### config.mk
export PLATFORM = sky130hd
export DESIGN_NAME = ibeq_ctrl
export DESIGN_NICKNAME = d
export VERILOG_FILES = /design/src/rtl/ibeq_pkg.sv /design/src/rtl/ibeq_ctrl.sv
export SDC_FILE = /design/constraint.sdc
export NUM_CORES = 1
export LEC_CHECK = 0
export ABC_AREA = 1
export ABC_CLOCK_PERIOD_IN_PS = 950
export BUFFER_PORTS_ARGS = -buffer_cell sky130_fd_sc_hd__buf_2
export CORE_AREA = 2 2 39 41
export CTS_CLUSTER_DIAMETER = 200
export DETAILED_ROUTE_END_ITERATION = 10
export DIE_AREA = 0 0 41 43
export PLACE_DENSITY = 0.66
export SYNTH_ARGS = -nofsm -noshare
export SYNTH_HDL_FRONTEND = slang
export SYNTH_SLANG_ARGS = --single-unit
### constraint.sdc
create_clock -name clk -period 0.95 [get_ports clk]
set_input_delay 0.0475 -clock clk [delete_from_list [all_inputs] [get_ports clk]]
set_output_delay 0.0475 -clock clk [all_outputs]
set_load 0.01 [all_outputs]
### src/rtl/ibeq_pkg.sv
// ----------------------------------------------------------------------------
// ibeq_pkg
// Shared types and constants for the IIR band bank equalizer.
// ----------------------------------------------------------------------------
package ibeq_pkg;

  localparam int BAND_COUNT   = 10;
  localparam int NUM_TAPS     = 8;
  localparam int NUM_CHANNELS = 2;
  localparam int HIST_LEN     = NUM_TAPS - 1;

  localparam int BAND_W = (BAND_COUNT > 1) ? $clog2(BAND_COUNT) : 1;
  localparam int TAP_W  = $clog2(NUM_TAPS);
  localparam int CH_W   = (NUM_CHANNELS > 1) ? $clog2(NUM_CHANNELS) : 1;
  localparam int HIDX_W = (HIST_LEN > 1) ? $clog2(HIST_LEN) : 1;

  // band history memory: one row per channel and band, HIST_LEN words each
  localparam int YH_DEPTH = NUM_CHANNELS * BAND_COUNT * HIST_LEN;
  localparam int YH_AW    = $clog2(YH_DEPTH);
  // coefficient memory: band, feedback bit, tap
  localparam int CF_DEPTH = BAND_COUNT * 2 * NUM_TAPS;
  localparam int CF_AW    = $clog2(CF_DEPTH);
  // input history memory: channel, tap
  localparam int XH_DEPTH = NUM_CHANNELS * HIST_LEN;
  localparam int XH_AW    = (XH_DEPTH > 1) ? $clog2(XH_DEPTH) : 1;

  // clearing pass: coefficients in parallel with both history memories
  localparam int CLR_LEN = (CF_DEPTH > YH_DEPTH + XH_DEPTH) ? CF_DEPTH
                                                           : YH_DEPTH + XH_DEPTH;

  localparam int ACC_W = 72;

  localparam logic [15:0] UNITY_GAIN = 16'd4096;

  localparam logic [1:0] KIND_SAMPLE = 2'd0;
  localparam logic [1:0] KIND_COEF   = 2'd1;
  localparam logic [1:0] KIND_GAIN   = 2'd2;

  typedef enum logic [3:0] {
    ST_CLEAR, ST_IDLE, ST_B0, ST_TAP, ST_TAPY, ST_BEND, ST_BGAIN,
    ST_SHIFT, ST_SHIFTW, ST_OUT
  } ibeq_state_t;

  typedef struct packed {
    logic clr_step;    // write zero at clear index
    logic latch_in;    // capture input item
    logic do_cfg;      // apply coefficient or gain write
    logic acc_init;    // acc <= x*b0 term (b0 product in flight)
    logic rd_tap;      // issue reads for current tap
    logic mac_tap;     // accumulate tap products
    logic band_done;   // round/saturate band, start gain product
    logic gain_acc;    // add gain product to total
    logic shift_rd;    // read history entry for shift
    logic shift_wr;    // write shifted history entry
    logic out_load;    // load output register
    logic tap_next;
    logic band_next;
  } ibeq_cmd_t;

  typedef struct packed {
    logic clr_last;
    logic tap_last;
    logic band_last;
    logic shift_last;
    logic item_sample;  // latched item is a valid sample
  } ibeq_sts_t;

endpackage

### src/rtl/ibeq_ctrl.sv
// ----------------------------------------------------------------------------
// ibeq_ctrl
// Sequencer: clearing pass, per-band tap loop, history shift, output.
// ----------------------------------------------------------------------------
module ibeq_ctrl import ibeq_pkg::*; (
  input  logic      clk,
  input  logic      rst_n,
  input  logic      in_valid,
  output logic      in_stall,
  input  logic      out_busy,
  input  ibeq_sts_t sts,
  output ibeq_cmd_t cmd
);

  ibeq_state_t state_r, state_nxt;

  always_ff @(posedge clk) begin
    if (!rst_n) state_r <= ST_CLEAR;
    else        state_r <= state_nxt;
  end

  always_comb begin
    state_nxt = state_r;
    case (state_r)
      ST_CLEAR:  if (sts.clr_last) state_nxt = ST_IDLE;
      ST_IDLE:   if (in_valid) state_nxt = ST_B0;
      ST_B0:     state_nxt = sts.item_sample ? ST_TAP : ST_IDLE;
      ST_TAP:    state_nxt = ST_TAPY;
      ST_TAPY:   state_nxt = sts.tap_last ? ST_BEND : ST_TAP;
      ST_BEND:   state_nxt = ST_BGAIN;
      ST_BGAIN:  state_nxt = sts.band_last ? ST_SHIFT : ST_B0;
      ST_SHIFT:  state_nxt = ST_SHIFTW;
      ST_SHIFTW: state_nxt = sts.shift_last ? ST_OUT : ST_SHIFT;
      ST_OUT:    if (!out_busy) state_nxt = ST_IDLE;
      default:   state_nxt = ST_CLEAR;
    endcase
  end

  always_comb begin
    cmd = '0;
    in_stall = (state_r != ST_IDLE);
    case (state_r)
      ST_CLEAR:  cmd.clr_step = 1'b1;
      ST_IDLE:   cmd.latch_in = in_valid;
      ST_B0: begin
        cmd.do_cfg   = 1'b1;
        cmd.acc_init = 1'b1;
      end
      ST_TAP:    cmd.rd_tap = 1'b1;
      ST_TAPY: begin
        cmd.mac_tap  = 1'b1;
        cmd.tap_next = 1'b1;
      end
      ST_BEND:   cmd.band_done = 1'b1;
      ST_BGAIN: begin
        cmd.gain_acc  = 1'b1;
        cmd.band_next = 1'b1;
      end
      ST_SHIFT:  cmd.shift_rd = 1'b1;
      ST_SHIFTW: cmd.shift_wr = 1'b1;
      ST_OUT:    cmd.out_load = !out_busy;
      default:   cmd = '0;
    endcase
  end

endmodule

Word-level counts from Yosys, hierarchy flattened:

Index checks and enable logic that the tools add are counted.

* equal/unequal tests: 13
* reductions and logical operators: 3
* multiplexer cells: 18

Operators with widths (number)
* case mux 4 bit (10 select lines): 1
* == test 4 x 3 -> 1 bit, second input constant: 4
* 2-to-1 mux 4 bit: 4
* 2-to-1 mux 1 bit: 9
* == test 4 x 2 -> 1 bit, second input constant: 2
* == test 4 bit, second input constant: 2
* 2-to-1 mux 3 bit: 2
* inequality test 2 bit, second input constant: 3
* == test 4 x 1 -> 1 bit, second input constant: 1
* logical NOT 4 bit: 1
* 2-to-1 mux 2 bit: 2
* inequality test 4 x 1 -> 1 bit, second input constant: 1
* AND reduction 3 bit: 1
* logical NOT 1 bit: 1

* flip-flop bits (word level): 4
* output and inout bits: 14
* logic and storage cells: 35
* bits of input ports: 9

Longest topological paths before layout:

Gate-level depths: netlist of run 1.

* depth in word-level cells: 3
* mapped depth: 8
* gate-level depth less buffers: 7

Least setup slack after synthesis of run 1:

Ideal clock, no wire load.

* kind: register -> output
* start: reg state_r[1]
* end: out cmd[10] (netlist name)
* stages on the path, launching flop included: 5
* path slack: -0.130 ns
* required time: 0.902 ns
* path buffers: 2
* data arrival time: 1.033 ns
* path through: dfxtp_1 -> buf_6 -> inv_4 -> nor3_1 -> buf_4

RTL lines
* start: declaration: RTL line ibeq_ctrl.sv:15 `ibeq_state_t state_r, state_nxt;`
* start signal: assignment: RTL line ibeq_ctrl.sv:19 `else state_r <= state_nxt;`
* end: declaration: RTL line ibeq_ctrl.sv:12 `output ibeq_cmd_t cmd`

==> impl_metrics.yaml, run 1 <==
die:
  pin_count: 23
  die_x_um: 41
  fp.dieH_um: 43
  start_util_pct: 33.3
  rows: 14
  die-area_um2: 1760
  core_um2: 1380
yosys:
  avgSynthCellArea_um2: 6.31
  synth_cell_types: 22
  synth_nets: 82
  async_reset_ff_share_pct: 0
  yosysSeqAreaShare_pct: 17.4
  syn_inst: 73
  synth_enable_flop_cells: 0
  syn-cell-area_um2: 460
  ys_warn_count: 0
  ys_ff_latch: 4
  ys.flop_type: "dfxtp_1"
timing:
  period_needed_ps: 1230
  max_slew_margin_pct: 89.3
  max_freq_mhz: 813
  fin_skew_ps: 7.07
  min_period_over_period_pct: 130
  worst_slew_pin_slew_ps: 159
  rsz0062_at_grt: "yes"
  setup_viol: 18
  tns_ps: -3470
  setup_ws_ps: -281
  hold_viol: 0
  maxSlewViolCount: 0
layout:
  fin_cells: 126
  final_nets: 121
  largest_reg_flops: 4
  diodes: 0
  final_layout_size_suffix_gt1_share_pct: 60.9
  syn_to_final_growth_pct: 79.3
  largest-register: "state_r"
  postLayoutCoreUtil_pct: 59.7
  top_regs: "state_r: 4 flops"
routing:
  drt_wl_total_um: 1340
  drc: 0
  vias_per_cell: 4.59
  vias: 578
  drt-initial-drc-count: 5
  drtPass1Iterations: 4
  antenna_left: 0
  wl_per_cell_um: 10.6
power:
  combinationalPowerShare_pct: 53.8
  pwr-share-clk_pct: 21.5
  p_int_mw: 0.572
  p_leak_nw: 0.452
  swShare_pct: 40.4
  max-vdd-ir-drop_uv: 975
  p_switching_mw: 0.388
  seqPwrFrac_pct: 24.6
  p_per_area_nw_per_um2: 1160
clock_network:
  cts_made_buffers: 3
  ctsHoldBuffers: 0
  cts_buffer_depth: 2
  cts-root-buf: "clkbuf_4"
  htree_levels: 1
  clock_latency_ps: 230
  cts_tree: "done"
  cts_sinks: 4
  clk_pin_slew_worst_paths_ps: 30
placed_design:
  placed_cells: 116
  place_congestion: 0.820
  port_buffers: 22
  dpl.hpwl_um: 970
status:
  outcome: "finished with violations"
  failed_checks: "setup timing"
global_routing:
  grt_pass1_wl_um: 2040
  overflow: 0
  grtUsageMet3_pct: 1.57
  antenna_found_initial: 0
  grtUsageTotal_pct: 17.1
  grt_max_degree: 6
  top_usage_layer: "met2"
  met1_usage_pct: 18.4
  grt_pass1_vias: 512
  use_met2_pct: 29.7
setup_path:
  criticalPathCategory: "flip-flop to primary output"
  crit_fanout: 5
  cp.arrival_ps: 1180
  endpoint_kind: "primary output"
  cp-start-kind: "flip-flop"
  rrSetupSlack_ps: -230
  required_ps: 900
job:
  cap_violations: 0
worst_hold_path:
  hp-class: "input port to flip-flop"
[area by class of cell]
cell class,instances,area [µm²]
Clock buffer,3,22.5
Fill cell,122,558
Tap cell,16,20.0
Sequential cell,4,95.1
Multi-Input combinational cell,51,328
Timing Repair Buffer,39,289
Inverter,13,71.3
[power groups by stage]
stage	registers (mW)	clock network [mW]	logic, mW
5_1_grt	0.241	0.225	0.568
4_1_cts	0.219	0.214	0.526
3_5_place_dp	0.221	0	0.451
2_1_floorplan	0.198	0	0.335
3_3_place_gp	0.220	0	0.449
6_report	0.237	0.207	0.517
[worst max-delay path, cell delays in order (launching register included)]
cell and delay (ps):
dfxtp_4 380, inv_8 50, nor2_8 110, nand2_4 60
buf_6 100, nor2_1 90, buf_2 140
[final timing paths]
kind | startpoint | to | depth (start not counted)
hold reg to reg | state_r[0] | state_r[0] | 3
hold / removal | rst_n | state_r[3] | 3
setup reg to reg | state_r[0] | state_r[0] | 8
setup / recovery | state_r[0] | cmd[2] | 6
[Yosys cell counts (2+ instances only)]
cell type,count,area share [%]
buf_4,3,4.9
buf_6,2,4.9
dfxtp_1,4,17
inv_1,10,8.2
nand2_1,14,11
nand3_1,6,6.5
nand4_1,3,4.1
nor2_1,14,11
nor2_4,3,7.3
o21ai_0,2,2.2
[per-layer routing]
metal,vias up,wire length (µm)
met5,-,0
met4,0,34
met3,4,55
met2,19,745
met1,255,500
li1,300,-
[what timing repair did]
action                     CTS  global route
setup endpoints to repair   18            18
gates resized for setup     28             9
pin swaps                   10             4
buffers inserted             7             2
[layout by cell type (no fill, tap or decap), types with 3 or more instances in the layout]
cell type and instances:
buf_2 18, nand2_1 13, nor2_1 11, buf_6 11, buf_4 10, inv_1 8
nor2_4 5, nand3_1 4, dfxtp_4 4, nand2_4 3, nand4_1 3, clkbuf_4 3
[per-stage QoR]
stage / setup slack [ps] / hold slack [ps] / power (mW) / cell area, µm²
after detailed placement: -199 / 278 / 0.671 / 639
after CTS: -272 / 23.0 / 0.959 / 797
final: -281 / 21.4 / 0.961 / 826
after global placement: -160 / 279 / 0.670 / 639
after global routing: -341 / 38.8 / 1.03 / 826
after floorplan: -81.8 / 143 / 0.533 / 467
[cell families (layout without fill, tap and decap cells)]
kind of cell	count (synthesis)	in the layout	synth area share, %
buf+inv	18	55	22.6
flops	4	4	17.4
simple gates	46	46	53.0
compound gates	5	5	7.06
Note: power is estimated with default switching activity, not from simulation.
==> run 2: changes to the inputs <==
--- a/config.mk
+++ b/config.mk
@@ -16,3 +16,4 @@
 export SYNTH_ARGS = -nofsm -noshare
 export SYNTH_HDL_FRONTEND = slang
 export SYNTH_SLANG_ARGS = --single-unit
+export TNS_END_PERCENT = 5
==> run 2 against run 1 <==
The flow still finishes with violations (setup timing). Register-to-register slack improved by 40 ps. Setup slack improved by 33 ps. Cell count fell by 3.2%. Total power rose by 2.5%. Final area fell by 6.1%. Clock power rose by 11%. Die area did not move. Worst hold slack got worse by 9.0 ps. First-iteration DRC count rose to 3.4 times the previous value. Largest power group unchanged.
==> impl_metrics.yaml, run 2 (same netlist as run 1, synthesis figures left out) <==
die:
  start_util_pct: 33.3
  pin_count: 23
  fp.dieH_um: 43
  die-area_um2: 1760
  die_x_um: 41
  rows: 14
  core_um2: 1380
timing:
  fin_skew_ps: 4.65
  max_slew_margin_pct: 88.8
  whs_ps: 12.3
  max_freq_mhz: 835
  period_needed_ps: 1200
  setup_viol: 18
  maxSlewViolCount: 0
  min_period_over_period_pct: 126
  setup_ws_ps: -248
  tns_ps: -3480
  rsz0062_at_grt: "yes"
  hold_viol: 0
  worst_slew_pin_slew_ps: 168
clock_network:
  cts_sinks: 4
  ctsHoldBuffers: 0
  clk_pin_slew_worst_paths_ps: 40
  cts_buffer_depth: 2
  clock_latency_ps: 250
  cts-root-buf: "clkbuf_4"
  cts_tree: "done"
  htree_levels: 1
  cts_made_buffers: 3
setup_path:
  cp.arrival_ps: 1150
  criticalPathCategory: "flip-flop to primary output"
  crit_fanout: 3
  r2r-start: "state_r[1]"
  cp-start-kind: "flip-flop"
  endpoint_kind: "primary output"
  rrSetupSlack_ps: -190
  required_ps: 900
  reg2regPathDepth: 9
  rr_endpoint: "state_r[0]"
layout:
  final_layout_size_suffix_gt1_share_pct: 60.4
  top_regs: "state_r: 4 flops"
  syn_to_final_growth_pct: 68.5
  final_common_cell: "buf_2"
  final_cell_mix: "20 x buf_2, 13 x nor2_1, 11 x nand2_1"
  largest_reg_flops: 4
  diodes: 0
  largest-register: "state_r"
  fillers: 132
  final_nets: 117
global_routing:
  use_met2_pct: 25.3
  grt_pass1_vias: 476
  grt_max_degree: 7
  overflow: 0
  grtUsageTotal_pct: 17.0
  top_usage_layer: "met2"
  grt_pass1_wl_um: 1940
  antenna_found_initial: 0
  grtUsageMet3_pct: 1.57
  met1_usage_pct: 19.7
routing:
  antenna_left: 0
  drt-initial-drc-count: 17
  vias_per_cell: 4.73
  vias: 577
  drc: 0
  drtPass1Iterations: 4
  drt_wl_total_um: 1300
  wl_per_cell_um: 10.6
worst_hold_path:
  hold_depth: 3
  hold_end: "state_r[3]"
  hp-class: "input port to flip-flop"
  min_from: "rst_n"
power:
  max-vdd-ir-drop_uv: 628
  p_per_area_nw_per_um2: 1270
  p_leak_nw: 0.418
  finalPower_mw: 0.984
placed_design:
  dp_slack_ps: -252
  dpl.hpwl_um: 946
  place_congestion: 0.863
  port_buffers: 22
status:
  failed_checks: "setup timing"
  outcome: "finished with violations"
job:
  cap_violations: 0
-- run 2: cell types whose count changed in the layout (fill, tap and decap cells not counted), sizes merged --
cell and change:
buf -4
-- run 2: metrics by stage --
stage	cells	cell area (µm²)	util, %
2_1_floorplan	73	465	-
3_3_place_gp	117	633	45.8
3_5_place_dp	117	633	45.8
4_1_cts	122	727	52.5
5_1_grt	122	776	56.1
6_report	122	776	56.1
-- run 2: routing by layer --
metal / routed length [µm] / up-vias
met5: 0 / -
met4: 46 / 0
met3: 92 / 4
met2: 648 / 29
met1: 510 / 250
li1: - / 294
-- run 2: worst max-delay path, stage by stage (launching register included) --
cell and delay (ps):
dfxtp_2 330, buf_6 120, inv_6 70, nand2_8 60, nor2_4 110, buf_6 110
buf_2 120
-- run 2: repair_timing --
| item | in CTS | in global routing |
|---|---|---|
| pin swaps | 4 | 3 |
| gates resized for setup | 20 | 12 |
| setup endpoints to repair | 18 | 18 |
| setup buffers | 2 | 0 |
-- run 2: layout make-up --
class / count / area [µm²] / area share, %
clock buffer: 3 / 22.5 / 2.90
inverter: 13 / 66.3 / 8.55
multi-input combinational: 51 / 332 / 42.7
sequential: 4 / 92.6 / 11.9
tap: 16 / 20.0 / 2.58
timing repair buffer: 35 / 243 / 31.3
-- run 2: where the power goes --
group	switching [mW]	total (mW)	internal (mW)
Clock	0.0862	0.229	0.142
Combinational	0.279	0.531	0.252
Sequential	0.0366	0.225	0.188
-- run 2: worst max path at each step --
| stage | startpoint | end | slack (ps) |
|---|---|---|---|
| 5_1_grt | state_r[1] | cmd[10] | -310 |
| 4_1_cts | state_r[3] | cmd[10] | -250 |
| 3_3_place_gp | state_r[0] | state_r[1] | -220 |
| 3_5_place_dp | state_r[0] | state_r[1] | -250 |
| 6_report | state_r[1] | cmd[1] | -250 |
| 2_1_floorplan | state_r[0] | state_r[0] | -90 |
==> run 3: changes to the inputs <==
==> constraint.sdc (replaced) <==
create_clock -name clk -period 0.95 [get_ports clk]
set_input_delay 0.0475 -clock clk [delete_from_list [all_inputs] [get_ports clk]]
set_output_delay 0.0475 -clock clk [all_outputs]
set_load 0.02 [all_outputs]
==> run 3 against run 2 <==
The flow still finishes with violations (setup timing). Sequential power fell by 3%. Utilization rose by 3.4 points. Register-to-register slack got worse by 20 ps. Die area did not move. Critical path depth fell by 1.
==> impl_metrics.yaml, run 3 (same netlist as run 1, synthesis figures left out) <==
power:
  p_per_area_nw_per_um2: 1230
  max-vdd-ir-drop_uv: 705
  finalPower_mw: 1.02
  p_leak_nw: 0.422
setup_path:
  r2r-start: "state_r[1]"
  cp-start-kind: "flip-flop"
  endpoint_kind: "primary output"
  required_ps: 900
  crit_fanout: 3
  rr_endpoint: "state_r[2]"
  reg2regPathDepth: 9
  cp.arrival_ps: 1170
  criticalPathCategory: "flip-flop to primary output"
  rrSetupSlack_ps: -210
global_routing:
  antenna_found_initial: 0
  overflow: 0
  grt_max_degree: 6
  grtUsageTotal_pct: 16.5
  grt_pass1_vias: 499
  grt_pass1_wl_um: 1970
layout:
  seqCellArea_um2: 92.6
  diodes: 0
  finish.instance_area_um2: 823
  multi_input_comb_area_um2: 322
  largest_reg_flops: 4
  final_cell_mix: "14 x buf_6, 13 x buf_4, 12 x nand2_1"
  final_common_cell: "buf_6"
  final_layout_size_suffix_gt1_share_pct: 64.5
  top_regs: "state_r: 4 flops"
  fillers: 126
  syn_to_final_growth_pct: 78.8
  largest-register: "state_r"
  final_nets: 118
timing:
  maxSlewViolCount: 0
  fin_skew_ps: 1.97
  worst_slew_pin_slew_ps: 173
  period_needed_ps: 1210
  max_freq_mhz: 823
  max_slew_margin_pct: 88.4
  min_period_over_period_pct: 128
  rsz0062_at_grt: "yes"
  setup_ws_ps: -265
  hold_viol: 0
  setup_viol: 18
clock_network:
  htree_levels: 1
  cts_made_buffers: 3
  cts-root-buf: "clkbuf_4"
  clock_latency_ps: 240
  cts_tree: "done"
  cts_sinks: 4
  cts_buffer_depth: 2
  ctsHoldBuffers: 0
  clk_pin_slew_worst_paths_ps: 40
worst_hold_path:
  hp-class: "input port to flip-flop"
  hold_depth: 3
  hold_end: "state_r[3]"
  min_from: "rst_n"
status:
  failed_checks: "setup timing"
  outcome: "finished with violations"
placed_design:
  dpl_cell_area_um2: 642
  place_congestion: 0.884
  port_buffers: 22
  dpl.hpwl_um: 960
routing:
  wl_per_cell_um: 9.56
  antenna_left: 0
  drt_wl_total_um: 1180
  vias: 577
  drc: 0
  vias_per_cell: 4.69
  drtPass1Iterations: 4
  drt-initial-drc-count: 12
die:
  pin_count: 23
  start_util_pct: 33.3
  die-area_um2: 1760
  fp.dieH_um: 43
  rows: 14
  die_x_um: 41
  core_um2: 1380
job:
  cap_violations: 0
run 3: changes by cell type in the layout (fill, tap and decap cells not counted), sizes merged:
cell	delta
buf	+1
run 3: worst max-delay path by stage:
stage	startpoint	end	slack, ps	cells past startpoint
after floorplan	state_r[1]	state_r[0]	-130	8
after global placement	state_r[0]	state_r[0]	-180	7
after detailed placement	state_r[0]	state_r[0]	-210	7
after CTS	state_r[3]	cmd[10]	-280	5
after global routing	state_r[1]	cmd[9]	-320	5
final	state_r[1]	cmd[10]	-260	5
run 3: area by class of cell:
type | count | share of cell area, %
Clock buffer | 3 | 2.74
Inverter | 13 | 8.05
Multi-Input combinational cell | 51 | 39.1
Sequential cell | 4 | 11.2
Tap cell | 16 | 2.43
Timing Repair Buffer | 36 | 36.5
run 3: through the flow:
stage / TNS, ps / util (%) / setup slack, ps / cells / hold WS (ps)
floorplan: -769 / - / -128 / 73 / 172
global route: -4580 / 59.5 / -322 / 123 / 34.4
CTS: -3780 / 55.2 / -276 / 122 / 17.3
global placement: -1300 / 46.4 / -184 / 117 / 277
finish: -3550 / 59.5 / -265 / 123 / 10.6
detailed placement: -1490 / 46.4 / -209 / 117 / 288
run 3: timing repair:
| item | CTS | global route |
|---|---|---|
| endpoints found under the setup margin | 18 | 18 |
| setup buffers | 2 | 1 |
| pin swaps | 6 | 4 |
| resized for setup | 33 | 18 |
run 3: report_power, final:
part | leakage, nW | switching, mW | total, mW | internal (mW)
clock network | 0.0138 | 0.0798 | 0.222 | 0.142
logic | 0.373 | 0.310 | 0.575 | 0.265
registers | 0.0352 | 0.0303 | 0.218 | 0.188
run 3: metal layers:
metal	GRT usage (%)	vias to the layer above	part of all wire [%]
met1	18.6	254	38
met3	1.57	5	4.6
li1	-	292	-
met2	27.5	26	55
met4	10.0	0	2.5
met5	0	-	0
run 3: critical path, stage by stage, from the launching register on:
cell and delay [ps]:
dfxtp_2 340, buf_6 110, inv_6 30, buf_6 100
nor3_4 190, buf_6 140
